`src/hdl/tlss_pkg.sv`:
```
// Shared types and constants for the two-level sorted search unit.
package tlss_pkg;

  // Default number of segments (store holds SEGMENTS_DEF squared words)
  localparam int SEGMENTS_DEF = 64;

  // Fixed field widths
  localparam int VAL_W = 32;
  localparam int STS_W = 3;
  localparam int POS_W = 12;

  // Result status codes
  typedef enum logic [STS_W-1:0] {
    ST_FOUND        = 3'd0,
    ST_NOT_FOUND    = 3'd1,
    ST_LOADED       = 3'd2,
    ST_NOT_READY    = 3'd3,
    ST_FULL         = 3'd4,
    ST_OUT_OF_ORDER = 3'd5
  } status_t;

  // Input operation codes
  typedef enum logic {
    OP_LOAD   = 1'b0,
    OP_SEARCH = 1'b1
  } op_t;

  // Source of the result position
  typedef enum logic [1:0] {
    POS_ZERO,
    POS_MIN,
    POS_PROBE
  } pos_sel_t;

  // Controller states
  typedef enum logic [2:0] {
    S_IDLE,
    S_EXEC,
    S_SCAN,
    S_BS_ISSUE,
    S_BS_CMP,
    S_FLUSH
  } state_t;

  // Commands from controller to datapath
  typedef struct packed {
    logic     accept;
    logic     do_load;
    logic     scan_start;
    logic     scan_next;
    logic     seg_prev;
    logic     seg_cur;
    logic     bs_issue;
    logic     bs_update;
    logic     res_we;
    status_t  res_code;
    pos_sel_t pos_sel;
    logic     out_load;
  } cmd_t;

  // Status from datapath to controller
  typedef struct packed {
    logic is_search;
    logic full;
    logic out_of_order;
    logic min_eq;
    logic min_gt;
    logic scan_first;
    logic scan_last;
    logic bs_empty;
    logic probe_eq;
  } sts_t;

endpackage

```
`src/hdl/tlss_ctrl.sv`:
```
// Controller state machine for the two-level sorted search unit.
module tlss_ctrl (
  input  logic           clk,
  input  logic           rst,
  input  logic           in_valid,
  output logic           in_ready,
  output logic           out_valid,
  input  logic           out_ready,
  input  tlss_pkg::sts_t sts,
  output tlss_pkg::cmd_t cmd
);
  import tlss_pkg::*;

  state_t state;
  state_t state_next;

  // State register
  always_ff @(posedge clk) begin
    if (rst) begin
      state <= S_IDLE;
    end else begin
      state <= state_next;
    end
  end

  // Output valid flag: set when a result moves out, cleared when taken
  always_ff @(posedge clk) begin
    if (rst) begin
      out_valid <= 1'b0;
    end else if (cmd.out_load) begin
      out_valid <= 1'b1;
    end else if (out_ready) begin
      out_valid <= 1'b0;
    end
  end

  assign in_ready = (state == S_IDLE);

  // Next state
  always_comb begin
    state_next = state;
    unique case (state)
      S_IDLE: begin
        if (in_valid) state_next = S_EXEC;
      end
      S_EXEC: begin
        if (sts.is_search && sts.full) state_next = S_SCAN;
        else                           state_next = S_FLUSH;
      end
      S_SCAN: begin
        priority if (sts.min_eq)                  state_next = S_FLUSH;
        else if (sts.min_gt && sts.scan_first)    state_next = S_FLUSH;
        else if (sts.min_gt || sts.scan_last)     state_next = S_BS_ISSUE;
        else                                      state_next = S_SCAN;
      end
      S_BS_ISSUE: begin
        if (sts.bs_empty) state_next = S_FLUSH;
        else              state_next = S_BS_CMP;
      end
      S_BS_CMP: begin
        if (sts.probe_eq) state_next = S_FLUSH;
        else              state_next = S_BS_ISSUE;
      end
      S_FLUSH: begin
        if (!out_valid || out_ready) state_next = S_IDLE;
      end
      default: state_next = S_IDLE;
    endcase
  end

  // Command outputs
  always_comb begin
    cmd          = '0;
    cmd.res_code = ST_FOUND;
    cmd.pos_sel  = POS_ZERO;
    unique case (state)
      S_IDLE: begin
        cmd.accept = in_valid;
      end
      S_EXEC: begin
        if (!sts.is_search) begin
          cmd.res_we = 1'b1;
          priority if (sts.full) begin
            cmd.res_code = ST_FULL;
          end else if (sts.out_of_order) begin
            cmd.res_code = ST_OUT_OF_ORDER;
          end else begin
            cmd.do_load  = 1'b1;
            cmd.res_code = ST_LOADED;
          end
        end else if (!sts.full) begin
          cmd.res_we   = 1'b1;
          cmd.res_code = ST_NOT_READY;
        end else begin
          cmd.scan_start = 1'b1;
        end
      end
      S_SCAN: begin
        priority if (sts.min_eq) begin
          cmd.res_we   = 1'b1;
          cmd.res_code = ST_FOUND;
          cmd.pos_sel  = POS_MIN;
        end else if (sts.min_gt && sts.scan_first) begin
          cmd.res_we   = 1'b1;
          cmd.res_code = ST_NOT_FOUND;
        end else if (sts.min_gt) begin
          cmd.seg_prev = 1'b1;
        end else if (sts.scan_last) begin
          cmd.seg_cur = 1'b1;
        end else begin
          cmd.scan_next = 1'b1;
        end
      end
      S_BS_ISSUE: begin
        if (sts.bs_empty) begin
          cmd.res_we   = 1'b1;
          cmd.res_code = ST_NOT_FOUND;
        end else begin
          cmd.bs_issue = 1'b1;
        end
      end
      S_BS_CMP: begin
        if (sts.probe_eq) begin
          cmd.res_we   = 1'b1;
          cmd.res_code = ST_FOUND;
          cmd.pos_sel  = POS_PROBE;
        end else begin
          cmd.bs_update = 1'b1;
        end
      end
      S_FLUSH: begin
        cmd.out_load = !out_valid || out_ready;
      end
      default: begin
        cmd.accept = 1'b0;
      end
    endcase
  end

endmodule

```
`config.mk`:
```
export PLATFORM = sky130hd
export DESIGN_NAME = tlss_ctrl
export DESIGN_NICKNAME = d
export VERILOG_FILES = /design/src/hdl/tlss_pkg.sv /design/src/hdl/tlss_ctrl.sv
export SDC_FILE = /design/constraint.sdc
export NUM_CORES = 1
export LEC_CHECK = 0
export ABC_AREA = 0
export BUFFER_PORTS_ARGS = -buffer_cell sky130_fd_sc_hd__buf_2
export CAP_MARGIN = 20
export CORE_AREA = 2 2 39 41
export CTS_CLUSTER_DIAMETER = 40
export DETAILED_ROUTE_END_ITERATION = 16
export DIE_AREA = 0 0 41 43
export PLACE_DENSITY = 0.63
export SYNTH_ARGS = -nofsm -noshare
export SYNTH_HDL_FRONTEND = slang
export SYNTH_SLANG_ARGS = --single-unit
```
`constraint.sdc`:
```
create_clock -name clk -period 3.2 [get_ports clk]
set_input_delay 0 -clock clk [delete_from_list [all_inputs] [get_ports clk]]
set_output_delay 0 -clock clk [all_outputs]
set_load 0.01 [all_outputs]
```
==> flow_metrics.tcl <==
set metrics [dict create \
    ys_types 30 \
    cp-start-kind "flop" \
    synthesis.nets 72 \
    syn_inst 59 \
    nets 104 \
    synth-xor-area-share_pct 0 \
    yosys.area_share.simple_pct 54.3 \
    yosys_warnings 0 \
    netlist.area_leader.share_pct 18.4 \
    drive_gt1_share_pct 39.3 \
    grt_max_degree 17 \
    yosysSeqAreaShare_pct 18.4 \
    viasPerCell 5.30 \
    synth_commonest_cells "nor3_1, dfxtp_1" \
    p_per_area_nw_per_um2 322 \
    grt_pass1_vias 426 \
    detailed_place_hpwl_um 901 \
    synth_top_family_by_area "simple AND/OR/NAND/NOR gates" \
    initial_core_util_pct 31.5 \
    synth_edf_count 0 \
    setup_viol 0 \
    ctsLongestPathBuffers 2 \
    dieWidth_um 41 \
    hp-class "input port to flop" \
    pre_cts_ws_ps 1710 \
    clock_sinks 4 \
    place.gp.congestion 0.719 \
    critical_path.max_fanout 16 \
    muxShareOfSynthArea_pct 0 \
    drc 0 \
    setup_ws_ps 1450 \
    irDropWorstVdd_mv 0.177 \
    die_y_um 43 \
    clk_latency_ps 240 \
    synthAdderAreaFrac_pct 0 \
    cp-end-kind "primary output" \
    wl_met2_um 562 \
    max-slew-margin-rel_pct 71.2 \
    synth_top_area_cell "dfxtp_1" \
    grt_usage_pct 13.2 \
    final_core_util_pct 44.5 \
    rsz0062_at_grt "no" \
    h-tree-depth 1 \
    num_antenna_cells 0 \
    final_area_sq_um 616 \
    required_ps 3200 \
    hold_viol_final 0 \
    final_max_slew_viol_count 0 \
    synth_area_leaders "dfxtp_1, nor3_1, nand3b_1, nor3b_1, nand2b_1" \
    period_needed_ps 1750 \
    io_buffers 29 \
    cts_tree "done" \
    clk_pin_slew_ps 40 \
    numCtsBuffers 3 \
    top_layer "met4" \
    cts_root_buf "clkbuf_4" \
    wl_per_cell_um 11.2 \
    core-area_sq_um 1380 \
    dp.cells 101 \
    timing.final.crit_share_pct 54.6 \
    postRouteAntennaNets 0 \
    worst_ep_arrival_time_ps 1750 \
    finalSetupTns_ps 0 \
    async_flop_share_pct 0 \
    cts_resized 0 \
    synth_top_flop_cell "dfxtp_1" \
    wl_met3_um 121 \
    dpl-instance-area_sq_um 583 \
    wl_met1_um 479 \
    drtIter0Drc 6 \
    finClkSkew_ps 2.13 \
    synth_area_per_cell_sq_um 7.38 \
    yosysMostFrequentCell "nor3_1" \
    n_fill_cell 145 \
    gr-total-overflow 0 \
    synth-seq-cells 4 \
    wirelength_um 1170 \
    dieArea_sq_um 1760 \
    dr.pass1.iters 6 \
    final-instance-count-excl-fill 105 \
    status "complete, no violations" \
    tightest_slew_ps 432 \
    leakagePower_nw 0.310 \
    path_class "flop to primary output" \
    num_rows 14 \
    cap_violations 0 \
    synth_compound_gate_area_share_pct 20.7 \
    worst_hold_slack_ps 61.6 \
    syn_to_final_growth_pct 41.4 \
    ios 30 \
    antenna_found_initial 0 \
    syn-cell-area_sq_um 435 \
    grt_pass1_wl_um 1610 \
    dr_total_vias 556 \
    cts_setup_buffers 0 \
    fmax_mhz 573 \
    total_power_mw 0.198 \
]
[worst max-delay path, cell delays in order (launching register included)]
cell and delay, ps:
dfxtp_1 580, or4b_4 560, nor3b_1 210, buf_2 160
[final timing paths]
path,from,to,slack [ps],depth (start not counted)
worst max register to register,state[1]$_SDFFE_PP0P_,state[1]$_SDFFE_PP0P_,1720,3
worst max-delay path,state[1]$_SDFFE_PP0P_,cmd[9],1450,3
worst min register to register,out_valid$_SDFFE_PP0P_,out_valid$_SDFFE_PP0P_,500,2
worst min-delay path,out_ready,out_valid$_SDFFE_PP0P_,60,3
[flip-flops by register name, indices dropped and copies added, names as in the netlist]
register / count
state: 3
out_valid: 1
[report_power, final]
group	switching [mW]	leakage (nW)	internal (mW)
clock network	0.0249	0.0138	0.0422
registers	0.0106	0.0327	0.0538
logic	0.0345	0.264	0.0322
[placed cells by master, fill, tap and decap left out]
cell / n
buf_2: 29
nor3_1: 5
dfxtp_1: 4
nand3b_1: 3
nand2b_1: 3
nand2_1: 3
nor2_1: 3
inv_1: 3
nor3b_1: 3
a21oi_1: 3
clkbuf_4: 3
nor2b_1: 2
or3_1: 2
nand3_1: 2
nor4_1: 2
and2_1: 2
a21o_1: 2
o21ai_1: 2
or4b_4: 1
o221ai_1: 1
and4bb_1: 1
or3b_1: 1
nand4b_1: 1
nand2b_4: 1
or4_1: 1
a21oi_2: 1
a221oi_1: 1
a31oi_1: 1
o211a_1: 1
o31ai_1: 1
dlygate4sd3_1: 1
[repair_timing]
action | CTS | global route
hold buffers | 1 | 0
setup endpoints to repair | 0 | 0
hold endpoints to repair | 1 | 0
[routing by layer]
| layer | vias to the layer above | track usage, % |
|---|---|---|
| met5 | - | 0 |
| li1 | 287 | - |
| met1 | 239 | 15.4 |
| met2 | 28 | 20.6 |
| met4 | 0 | 6.00 |
| met3 | 2 | 4.71 |
[logic make-up (layout without fill, tap and decap cells)]
family          Yosys count  after routing
buf+inv                   6             36
flops                     4              4
compound gates           13             13
simple gates             36             36
[area by class of cell]
class | count | area (sq um) | area share, %
Sequential cell | 4 | 80.1 | 13.0
Multi-Input combinational cell | 49 | 327 | 53.0
Tap cell | 16 | 20.0 | 3.25
Clock buffer | 3 | 22.5 | 3.66
Inverter | 3 | 11.3 | 1.83
Timing Repair Buffer | 30 | 155 | 25.2
No activity file was read; power rests on OpenSTA's default activity.
